### config.mk
export PLATFORM = sky130hd
export DESIGN_NAME = lrc_timestamp_line_parser_flat
export DESIGN_NICKNAME = d
export VERILOG_FILES = /design/src/rtl/lrc_pkg.sv /design/src/rtl/lrc_if.sv /design/src/rtl/lrc_ctrl.sv /design/src/rtl/lrc_dp.sv /design/src/rtl/lrc_timestamp_line_parser.sv /design/src/flat_wrapper.sv
export SDC_FILE = /design/constraint.sdc
export NUM_CORES = 2
export LEC_CHECK = 0
export ABC_AREA = 1
export BUFFER_PORTS_ARGS = -buffer_cell sky130_fd_sc_hd__buf_2
export CAP_MARGIN = 20
export CORE_MARGIN = 2
export CORE_UTILIZATION = 50
export DETAILED_ROUTE_END_ITERATION = 6
export PLACE_DENSITY = 0.8
export SYNTH_ARGS = -nofsm -noshare
export SYNTH_HDL_FRONTEND = slang
export SYNTH_SLANG_ARGS = --single-unit
### constraint.sdc
create_clock -name clk_i -period 5.2 [get_ports clk_i]
set_input_delay 0.52 -clock clk_i [delete_from_list [all_inputs] [get_ports clk_i]]
set_output_delay 0.52 -clock clk_i [all_outputs]
set_load 0.01 [all_outputs]
### src/rtl/lrc_pkg.sv
// Shared constants, types and command/status structs for the LRC time-tag line parser.
package lrc_pkg;

  localparam int MAX_TAGS = 16;
  localparam int ACC_BITS = 16;
  localparam int CNT_W    = $clog2(MAX_TAGS + 1);
  localparam int IDX_W    = (MAX_TAGS > 1) ? $clog2(MAX_TAGS) : 1;
  localparam int BASE_W   = ACC_BITS + 6;
  localparam int V_W      = (ACC_BITS + 20 > 33) ? ACC_BITS + 20 : 33;
  localparam int T_W      = V_W - 4;

  localparam logic [7:0] CHAR_LF    = 8'd10;
  localparam logic [7:0] CHAR_SPACE = 8'h20;
  localparam logic [7:0] CHAR_DOT   = 8'h2E;
  localparam logic [7:0] CHAR_ZERO  = 8'h30;
  localparam logic [7:0] CHAR_NINE  = 8'h39;
  localparam logic [7:0] CHAR_COLON = 8'h3A;
  localparam logic [7:0] CHAR_LBR   = 8'h5B;
  localparam logic [7:0] CHAR_RBR   = 8'h5D;

  typedef enum logic [1:0] {
    KIND_CHAR = 2'd0,
    KIND_TIME = 2'd1,
    KIND_END  = 2'd2
  } kind_e;

  typedef enum logic [1:0] {
    FLD_MIN  = 2'd0,
    FLD_SEC  = 2'd1,
    FLD_FRAC = 2'd2
  } field_e;

  typedef enum logic [2:0] {
    ST_IDLE,
    ST_BYTE,
    ST_CALC1,
    ST_CALC2,
    ST_CALC3,
    ST_END
  } state_e;

  typedef struct packed {
    logic in_ready;
    logic capture;
    logic take_byte;
    logic calc1;
    logic calc2;
    logic calc3;
    logic push_time;
    logic push_end;
  } cmd_t;

  typedef struct packed {
    logic is_lf;
    logic eot;
    logic ev_content;
    logic ev_store;
    logic line_valid;
    logic rep_more;
    logic out_free;
  } status_t;

endpackage

### src/rtl/lrc_if.sv
// Valid/ready channel interfaces for text bytes in and parse records out.
interface lrc_in_if;
  logic       valid;
  logic       ready;
  logic [7:0] char_code;
  logic       end_of_text;

  modport source (output valid, output char_code, output end_of_text, input ready);
  modport sink (input valid, input char_code, input end_of_text, output ready);
endinterface

interface lrc_out_if;
  logic        valid;
  logic        ready;
  logic [1:0]  kind;
  logic [7:0]  out_char;
  logic [31:0] time_ms;
  logic        line_valid;
  logic        tags_dropped;
  logic        last;

  modport source (
    output valid, output kind, output out_char, output time_ms,
    output line_valid, output tags_dropped, output last, input ready
  );
  modport sink (
    input valid, input kind, input out_char, input time_ms,
    input line_valid, input tags_dropped, input last, output ready
  );
endinterface

### src/rtl/lrc_ctrl.sv
// Controller state machine sequencing byte parse, tag time calculation and line-end replay.
module lrc_ctrl (
  input  logic              clk_i,
  input  logic              rst_ni,
  input  logic              in_valid_i,
  input  lrc_pkg::status_t  status_i,
  output lrc_pkg::cmd_t     cmd_o
);
  import lrc_pkg::*;

  state_e state_q, state_d;
  logic   byte_wait;
  logic   replay;

  assign byte_wait = status_i.ev_content && !status_i.out_free;
  assign replay    = status_i.line_valid && status_i.rep_more;

  always_ff @(posedge clk_i or negedge rst_ni) begin
    if (!rst_ni) begin
      state_q <= ST_IDLE;
    end else begin
      state_q <= state_d;
    end
  end

  always_comb begin
    state_d = state_q;
    case (state_q)
      ST_IDLE: begin
        if (in_valid_i) state_d = ST_BYTE;
      end
      ST_BYTE: begin
        if (status_i.is_lf) begin
          state_d = ST_END;
        end else if (!byte_wait) begin
          if (status_i.ev_store) state_d = ST_CALC1;
          else if (status_i.eot) state_d = ST_END;
          else state_d = ST_IDLE;
        end
      end
      ST_CALC1: state_d = ST_CALC2;
      ST_CALC2: state_d = ST_CALC3;
      ST_CALC3: state_d = status_i.eot ? ST_END : ST_IDLE;
      ST_END: begin
        if (status_i.out_free && !replay) state_d = ST_IDLE;
      end
      default: state_d = ST_IDLE;
    endcase
  end

  always_comb begin
    cmd_o = '0;
    case (state_q)
      ST_IDLE: begin
        cmd_o.in_ready = 1'b1;
        cmd_o.capture  = in_valid_i;
      end
      ST_BYTE: begin
        cmd_o.take_byte = !status_i.is_lf && !byte_wait;
      end
      ST_CALC1: cmd_o.calc1 = 1'b1;
      ST_CALC2: cmd_o.calc2 = 1'b1;
      ST_CALC3: cmd_o.calc3 = 1'b1;
      ST_END: begin
        if (status_i.out_free) begin
          cmd_o.push_time = replay;
          cmd_o.push_end  = !replay;
        end
      end
      default: cmd_o = '0;
    endcase
  end

endmodule

### src/rtl/lrc_dp.sv
// Datapath: line state, tag accumulators, time arithmetic, tag store and output register.
module lrc_dp (
  input  logic              clk_i,
  input  logic              rst_ni,
  input  lrc_pkg::cmd_t     cmd_i,
  input  logic [7:0]        char_code_i,
  input  logic              end_of_text_i,
  input  logic              out_ready_i,
  output lrc_pkg::status_t  status_o,
  output logic              out_valid_o,
  output logic [1:0]        kind_o,
  output logic [7:0]        out_char_o,
  output logic [31:0]       time_ms_o,
  output logic              line_valid_o,
  output logic              tags_dropped_o,
  output logic              last_o
);
  import lrc_pkg::*;

  function automatic logic [ACC_BITS-1:0] sat_digit(input logic [ACC_BITS-1:0] acc,
                                                    input logic [3:0] d);
    logic [ACC_BITS+3:0] v;
    v = (ACC_BITS+4)'(acc) * (ACC_BITS+4)'(10) + (ACC_BITS+4)'(d);
    if (v > (ACC_BITS+4)'({ACC_BITS{1'b1}})) return {ACC_BITS{1'b1}};
    return v[ACC_BITS-1:0];
  endfunction

  logic [7:0]          byte_q;
  logic                eot_q;
  logic                in_tag_q, in_tag_d;
  logic                skip_q, skip_d;
  logic                seen_q, seen_d;
  logic                ignored_q, ignored_d;
  logic                started_q, started_d;
  logic                ovf_q, ovf_d;
  logic [1:0]          field_q, field_d;
  logic [ACC_BITS-1:0] min_q, min_d;
  logic [ACC_BITS-1:0] sec_q, sec_d;
  logic [ACC_BITS-1:0] frac_q, frac_d;
  logic [CNT_W-1:0]    count_q, count_d;
  logic [CNT_W-1:0]    rep_q, rep_d;
  logic [BASE_W-1:0]   base_q;
  logic [T_W-1:0]      t_q;
  logic [31:0]         tag_times_q [MAX_TAGS];

  logic                out_valid_q;
  kind_e               kind_q;
  logic [7:0]          out_char_q;
  logic [31:0]         time_q;
  logic                line_valid_q;
  logic                dropped_q;
  logic                last_q;

  logic                is_digit;
  logic                room;
  logic                cs;
  logic                push_content;
  logic                out_free;
  logic [V_W-1:0]      v_full;
  logic [31:0]         v_sat;

  assign is_digit = byte_q inside {[CHAR_ZERO:CHAR_NINE]};
  assign room     = count_q < CNT_W'(MAX_TAGS);
  assign cs       = frac_q < ACC_BITS'(100);
  assign out_free = !out_valid_q || out_ready_i;

  assign status_o.is_lf      = byte_q == CHAR_LF;
  assign status_o.eot        = eot_q;
  assign status_o.ev_content = !ignored_q && !in_tag_q && byte_q != CHAR_LBR && seen_q &&
                               (started_q || byte_q != CHAR_SPACE);
  assign status_o.ev_store   = !ignored_q && in_tag_q && !skip_q && byte_q == CHAR_RBR && room;
  assign status_o.line_valid = count_q != '0 && started_q;
  assign status_o.rep_more   = rep_q < count_q;
  assign status_o.out_free   = out_free;

  assign push_content = cmd_i.take_byte && status_o.ev_content;

  assign v_full = cs ? V_W'(t_q) * V_W'(10) : V_W'(t_q);
  assign v_sat  = (|v_full[V_W-1:32]) ? 32'hFFFF_FFFF : v_full[31:0];

  always_comb begin
    in_tag_d  = in_tag_q;
    skip_d    = skip_q;
    seen_d    = seen_q;
    ignored_d = ignored_q;
    started_d = started_q;
    ovf_d     = ovf_q;
    field_d   = field_q;
    min_d     = min_q;
    sec_d     = sec_q;
    frac_d    = frac_q;
    count_d   = count_q;
    rep_d     = rep_q;
    if (cmd_i.take_byte && !ignored_q) begin
      if (!in_tag_q) begin
        if (byte_q == CHAR_LBR) begin
          in_tag_d = 1'b1;
          skip_d   = 1'b0;
          field_d  = FLD_MIN;
          min_d    = '0;
          sec_d    = '0;
          frac_d   = '0;
        end else if (!seen_q) begin
          ignored_d = 1'b1;
        end else if (status_o.ev_content) begin
          started_d = 1'b1;
        end
      end else if (skip_q) begin
        if (byte_q == CHAR_RBR) in_tag_d = 1'b0;
      end else if (byte_q == CHAR_RBR) begin
        in_tag_d = 1'b0;
        seen_d   = 1'b1;
        if (!room) ovf_d = 1'b1;
      end else if (is_digit) begin
        case (field_q)
          FLD_MIN: min_d  = sat_digit(min_q, byte_q[3:0]);
          FLD_SEC: sec_d  = sat_digit(sec_q, byte_q[3:0]);
          default: frac_d = sat_digit(frac_q, byte_q[3:0]);
        endcase
      end else if (byte_q == CHAR_COLON) begin
        field_d = FLD_SEC;
      end else if (byte_q == CHAR_DOT) begin
        field_d = FLD_FRAC;
      end else if (byte_q != CHAR_SPACE) begin
        skip_d = 1'b1;
      end
    end
    if (cmd_i.calc3) count_d = count_q + CNT_W'(1);
    if (cmd_i.push_time) rep_d = rep_q + CNT_W'(1);
    if (cmd_i.push_end) begin
      in_tag_d  = 1'b0;
      skip_d    = 1'b0;
      seen_d    = 1'b0;
      ignored_d = 1'b0;
      started_d = 1'b0;
      ovf_d     = 1'b0;
      field_d   = FLD_MIN;
      min_d     = '0;
      sec_d     = '0;
      frac_d    = '0;
      count_d   = '0;
      rep_d     = '0;
    end
  end

  always_ff @(posedge clk_i or negedge rst_ni) begin
    if (!rst_ni) begin
      in_tag_q  <= 1'b0;
      skip_q    <= 1'b0;
      seen_q    <= 1'b0;
      ignored_q <= 1'b0;
      started_q <= 1'b0;
      ovf_q     <= 1'b0;
      field_q   <= FLD_MIN;
      min_q     <= '0;
      sec_q     <= '0;
      frac_q    <= '0;
      count_q   <= '0;
      rep_q     <= '0;
    end else begin
      in_tag_q  <= in_tag_d;
      skip_q    <= skip_d;
      seen_q    <= seen_d;
      ignored_q <= ignored_d;
      started_q <= started_d;
      ovf_q     <= ovf_d;
      field_q   <= field_d;
      min_q     <= min_d;
      sec_q     <= sec_d;
      frac_q    <= frac_d;
      count_q   <= count_d;
      rep_q     <= rep_d;
    end
  end

  always_ff @(posedge clk_i) begin
    if (cmd_i.capture) begin
      byte_q <= char_code_i;
      eot_q  <= end_of_text_i;
    end
    if (cmd_i.calc1) begin
      base_q <= BASE_W'(sec_q) + BASE_W'(min_q) * BASE_W'(60);
    end
    if (cmd_i.calc2) begin
      t_q <= cs ? T_W'(frac_q) + T_W'(base_q) * T_W'(100)
                : T_W'(frac_q) + T_W'(base_q) * T_W'(1000);
    end
    if (cmd_i.calc3) begin
      tag_times_q[count_q[IDX_W-1:0]] <= v_sat;
    end
  end

  always_ff @(posedge clk_i or negedge rst_ni) begin
    if (!rst_ni) begin
      out_valid_q <= 1'b0;
    end else if (push_content || cmd_i.push_time || cmd_i.push_end) begin
      out_valid_q <= 1'b1;
    end else if (out_ready_i) begin
      out_valid_q <= 1'b0;
    end
  end

  always_ff @(posedge clk_i) begin
    if (push_content) begin
      kind_q       <= KIND_CHAR;
      out_char_q   <= byte_q;
      time_q       <= '0;
      line_valid_q <= 1'b0;
      dropped_q    <= 1'b0;
      last_q       <= !eot_q;
    end else if (cmd_i.push_time) begin
      kind_q       <= KIND_TIME;
      out_char_q   <= '0;
      time_q       <= tag_times_q[rep_q[IDX_W-1:0]];
      line_valid_q <= 1'b0;
      dropped_q    <= 1'b0;
      last_q       <= 1'b0;
    end else if (cmd_i.push_end) begin
      kind_q       <= KIND_END;
      out_char_q   <= '0;
      time_q       <= '0;
      line_valid_q <= status_o.line_valid;
      dropped_q    <= ovf_q;
      last_q       <= 1'b1;
    end
  end

  assign out_valid_o    = out_valid_q;
  assign kind_o         = kind_q;
  assign out_char_o     = out_char_q;
  assign time_ms_o      = time_q;
  assign line_valid_o   = line_valid_q;
  assign tags_dropped_o = dropped_q;
  assign last_o         = last_q;

endmodule

### src/rtl/lrc_timestamp_line_parser.sv
// Top level of the LRC time-tag line parser: controller plus datapath.
// Usage:
//   char_i takes one text byte per item with an end_of_text flag; byte 10 or
//   end_of_text closes the line. res_o gives records: content bytes (kind 0)
//   as they arrive, then at line end the stored tag times (kind 1) when the
//   line had tags and content, then one line-end record (kind 2). last marks
//   the final record caused by an input item.
// Sequencing:
//   An ordinary byte is accepted in ST_IDLE, then parsed in ST_BYTE, which
//   waits while the output register is full; its record is on res_o in the
//   cycle after the parse. A closing ']' adds the calc states for the tag
//   time arithmetic (base, scale, saturate, store). At line end the single
//   output register carries a valid line's times, then the line-end record.
// Reset:
//   rst_ni clears the line state and the output valid flag, not the record
//   fields or tag store; the tag store is read only below the tag count.
// Stalls:
//   When res_o.ready is low the output register holds its record and the
//   controller waits before pushing the next one; char_i.ready stays low
//   until the current item is fully handled.
module lrc_timestamp_line_parser (
  input logic         clk_i,
  input logic         rst_ni,
  lrc_in_if.sink      char_i,
  lrc_out_if.source   res_o
);
  import lrc_pkg::*;

  cmd_t    cmd;
  status_t status;

  lrc_ctrl u_ctrl (
    .clk_i      (clk_i),
    .rst_ni     (rst_ni),
    .in_valid_i (char_i.valid),
    .status_i   (status),
    .cmd_o      (cmd)
  );

  lrc_dp u_dp (
    .clk_i          (clk_i),
    .rst_ni         (rst_ni),
    .cmd_i          (cmd),
    .char_code_i    (char_i.char_code),
    .end_of_text_i  (char_i.end_of_text),
    .out_ready_i    (res_o.ready),
    .status_o       (status),
    .out_valid_o    (res_o.valid),
    .kind_o         (res_o.kind),
    .out_char_o     (res_o.out_char),
    .time_ms_o      (res_o.time_ms),
    .line_valid_o   (res_o.line_valid),
    .tags_dropped_o (res_o.tags_dropped),
    .last_o         (res_o.last)
  );

  assign char_i.ready = cmd.in_ready;

endmodule

### src/flat_wrapper.sv
// flat-port wrapper written by rule: the top's interface ports become plain ports
module lrc_timestamp_line_parser_flat import lrc_pkg::*;
  (clk_i, rst_ni, char_i_valid, char_i_char_code, char_i_end_of_text, char_i_ready, res_o_valid, res_o_kind, res_o_out_char, res_o_time_ms, res_o_line_valid, res_o_tags_dropped, res_o_last, res_o_ready);
  lrc_in_if char_i_i ();
  lrc_out_if res_o_i ();
  input logic clk_i;
  input logic rst_ni;
  input wire logic [$bits(char_i_i.valid)-1:0] char_i_valid;
  input wire logic [$bits(char_i_i.char_code)-1:0] char_i_char_code;
  input wire logic [$bits(char_i_i.end_of_text)-1:0] char_i_end_of_text;
  output wire logic [$bits(char_i_i.ready)-1:0] char_i_ready;
  output wire logic [$bits(res_o_i.valid)-1:0] res_o_valid;
  output wire logic [$bits(res_o_i.kind)-1:0] res_o_kind;
  output wire logic [$bits(res_o_i.out_char)-1:0] res_o_out_char;
  output wire logic [$bits(res_o_i.time_ms)-1:0] res_o_time_ms;
  output wire logic [$bits(res_o_i.line_valid)-1:0] res_o_line_valid;
  output wire logic [$bits(res_o_i.tags_dropped)-1:0] res_o_tags_dropped;
  output wire logic [$bits(res_o_i.last)-1:0] res_o_last;
  input wire logic [$bits(res_o_i.ready)-1:0] res_o_ready;
  assign char_i_i.valid = char_i_valid;
  assign char_i_i.char_code = char_i_char_code;
  assign char_i_i.end_of_text = char_i_end_of_text;
  assign char_i_ready = char_i_i.ready;
  assign res_o_valid = res_o_i.valid;
  assign res_o_kind = res_o_i.kind;
  assign res_o_out_char = res_o_i.out_char;
  assign res_o_time_ms = res_o_i.time_ms;
  assign res_o_line_valid = res_o_i.line_valid;
  assign res_o_tags_dropped = res_o_i.tags_dropped;
  assign res_o_last = res_o_i.last;
  assign res_o_i.ready = res_o_ready;
  lrc_timestamp_line_parser u_core (.clk_i(clk_i), .rst_ni(rst_ni), .char_i(char_i_i), .res_o(res_o_i));
endmodule
==> results.txt <==
Vias: 35,018
H-tree lvl count: 3
Unique masters post-synth: 64
Final setup viols: 2
Most common cell after layout, fill and taps aside: nand2_1
Hold Crit Class: in2reg
CP startpoint: u_core.u_dp.base_q[1]
Power Dens Cells: 327 nW/um2
Peak per-stage delay on the critical path: 560 ps
First-pass GRT wire length: 176,000 um
Worst setup margin: -48.7 ps
Main combinational cell family by area after synthesis: simple AND/OR/NAND/NOR gates
Failing checks: DRC, setup timing
RR Startpoint: u_core.u_dp.base_q[1]
Synth top area share: 0.396
Post-synthesis adder-cell area fraction: 0.156
Run status: finished with violations
Commonest non-fill, non-tap cells in the layout: nand2_1 (1,369), edfxtp_1 (584), inv_1 (521), a21oi_1 (395), ha_1 (330)
Final Cycle Share: 1.01
Register area share after synthesis: 0.452
Layout cells sized above 1: 0.0967
Final non-filler cell total: 6,193
Post-route minimum period: 5250 ps
Worst endpoint required time: 5590 ps
Area after DPL: 46,300 um2
Full die area: 90,900 um2
WL final: 112,000 um
RSZ-0062 raised after global routing: yes
Worst slew pin tran: 1200 ps
Vias in the first global route: 33,605
WHS: 47.9 ps
Met1 usage: 0.308
Synth warn: 0
Worst Skew: 61.1 ps
Crit path max-delay cell type: fa_1
Crit. End Element: flip-flop
Worst Setup Path Type: reg2reg
Hold path cells: 1
Num ports: 60
#FFs+latches synth: 690
CTS tree: done
CORE AREA: 88,100 um2
Fillers: 7,443
FF-to-FF path depth: 25
Clk buf depth: 3
Area Growth Syn to Fin: 11.4%
M3 GR Usage: 0.0379
Min-delay src: char_i_char_code[6]
I/O Buffers: 59
Drt drc: 2
Syn Inst Count: 4,862
Vias per inst: 5.65
Placed Instances: 6,044
Flip-flop and latch area: 20,000 um2
GP Congestion: 0.933
Post-synthesis compound-gate area fraction: 0.110
Pin count of the biggest net entering global routing: 241
Worst VDD drop: 0.632 mV
Mux cell area share after synthesis: 0.00119
FMAX: 191 MHz
Num rows: 109
Most frequent CP cell: nand2_2
Final net count: 5,453
Setup crit start kind: flip-flop
Worst-path fanout max: 5
Ys async rst share: 0.101
Simple logic cell fraction of the synthesized area: 0.196
Initial antenna violation count: 5
DRT Pass-1 Iters: 7
Clock Latency Late Sink: 650 ps
Hold Fails Final Rpt: 0
Worst-path clk slew: 60 ps
Die Y-Extent: 302 um
Post-synth top area cell: edfxtp_1
Chip width: 302 um
LEAKAGE: 21.7 nW
M2 GR Usage: 0.422
Cell area after synthesis: 44,300 um2
Number of buffers created by CTS: 72
Syn avg cell area: 9.11 um2
CP arrival: 5640 ps
Slew headroom: 0.203
Largest cells by area after synthesis: edfxtp_1 (40%), nand2_1 (12%), ha_1 (9.6%)
Multi-input gate area: 22,200 um2
Max cap viols: 0
GRT Util Overall: 0.243
Syn Nets: 5,348
Gr ovfl total: 0
Initial cell density of the core: 0.503
XOR/XNOR share of the synthesized area: 0.0237
Hpwl dp: 76,500 um
Number of nets with antenna violations after routing: 0
Busiest grt layer: met2
Post-synth EDFFs: 584
WL per Instance: 18.1 um
Primary FF master, synth: edfxtp_1
Final instance area: 49,300 um2
Max Slew Vio Count: 0
CTS Sinks: 690
Clock root cell: clkbuf_16
DR iter-0 viols: 3,172
==> metrics by stage <==
stage / power, mW / TNS, ps / setup WS, ps / util
after floorplan: 9.61 / 0 / 76.8 / -
after global placement: 10.8 / -313 / -90.5 / 0.526
after detailed placement: 10.9 / -1440 / -177 / 0.526
after CTS: 16.1 / 0 / 8.99 / 0.555
after global routing: 16.9 / -3330 / -324 / 0.560
final: 16.1 / -79.6 / -48.7 / 0.560
==> path summary, 6_finish.rpt <==
check / endpoint / slack, ps
setup / recovery: u_core.u_dp.t_q[26] / -50
hold / removal: u_core.u_dp.byte_q[6] / 50
setup reg to reg: u_core.u_dp.t_q[26] / -50
hold reg to reg: u_core.u_dp.time_ms_o[25] / 440
max in group asynchronous: u_core.u_dp.rep_q[0] / 3860
min in group asynchronous: u_core.u_dp.min_q[14] / 330
==> per-layer routing <==
metal  vias to the layer above  wire (um)
met4                         6       3840
li1                      16824          -
met1                     16640      45200
met5                         -         30
met2                      1304      55100
met3                       244       7910
==> area by class of cell <==
type / instances / area share
inverter: 548 / 0.0419
tap: 1165 / 0.0296
clock inverter: 45 / 0.0101
sequential: 690 / 0.406
timing repair buffer: 171 / 0.0242
multi-input combinational: 3484 / 0.450
antenna: 3 / 0.000152
clock buffer: 87 / 0.0381
==> state kept, by name, summed over array words and instances (netlist names), 8 cells and up <==
signal and flops:
u_core.u_dp.base_q 22, u_core.u_dp.tag_times_q 512, u_core.u_dp.byte_q 8, u_core.u_dp.sec_q 16, u_core.u_dp.t_q 32, u_core.u_dp.time_ms_o 32
u_core.u_dp.frac_q 16, u_core.u_dp.out_char_o 8, u_core.u_dp.min_q 16
==> worst max-delay path: cells and delay by family, from the launching register on <==
kind	cells	cell delay (ps)
fa+ha+maj	6	2700
xor+xnor	1	180
flops	1	440
simple gates	10	750
buf+inv	4	330
compound gates	4	600
==> cells by family after synthesis <==
kind of cell / Yosys count
flip-flops: 690
XOR/XNOR: 119
adder cells (fa/ha/maj): 473
multiplexers: 5
AO/OA/AOI/OAI: 813
AND/OR/NAND/NOR: 2074
buffers and inverters: 688
==> repair_timing <==
action	4_1_cts	5_1_grt
hold buffers	1	0
setup buffers	3	9
pin swaps	17	50
setup endpoints to repair	15	23
gates resized for setup	31	106
hold endpoints to repair	27	0
==> synthesized netlist by cell type (5+ instances only) <==
| library cell | instances |
|---|---|
| o21bai_1 | 10 |
| nand3b_1 | 13 |
| nand2_2 | 21 |
| buf_4 | 8 |
| o21ai_0 | 158 |
| a21o_1 | 17 |
| edfxtp_1 | 584 |
| nand4_1 | 70 |
| o21ai_1 | 7 |
| fa_1 | 134 |
| nor2_2 | 12 |
| a22oi_1 | 21 |
| ha_1 | 339 |
| a32o_1 | 54 |
| a21oi_1 | 413 |
| a221oi_1 | 66 |
| nand2_1 | 1390 |
| a31oi_1 | 12 |
| buf_1 | 14 |
| inv_2 | 13 |
| dfrtp_1 | 70 |
| nor2_1 | 264 |
| or2_2 | 14 |
| xor2_1 | 74 |
| o31ai_1 | 7 |
| nor2_4 | 10 |
| o311ai_0 | 11 |
| inv_1 | 533 |
| dfxtp_1 | 36 |
| clkbuf_1 | 101 |
| o2111ai_1 | 11 |
| xnor2_1 | 44 |
| nor4_1 | 8 |
| nand3_1 | 207 |
| buf_2 | 12 |
| nor3_1 | 45 |
| o21a_1 | 5 |
==> where the power goes <==
part	internal, mW	leakage, nW	switching [mW]
logic	1.45	14.1	2.95
registers	6.27	6.38	0.252
clock network	2.93	1.15	2.26
total	10.6	21.7	5.46
Power figures use the tool's default switching activity.
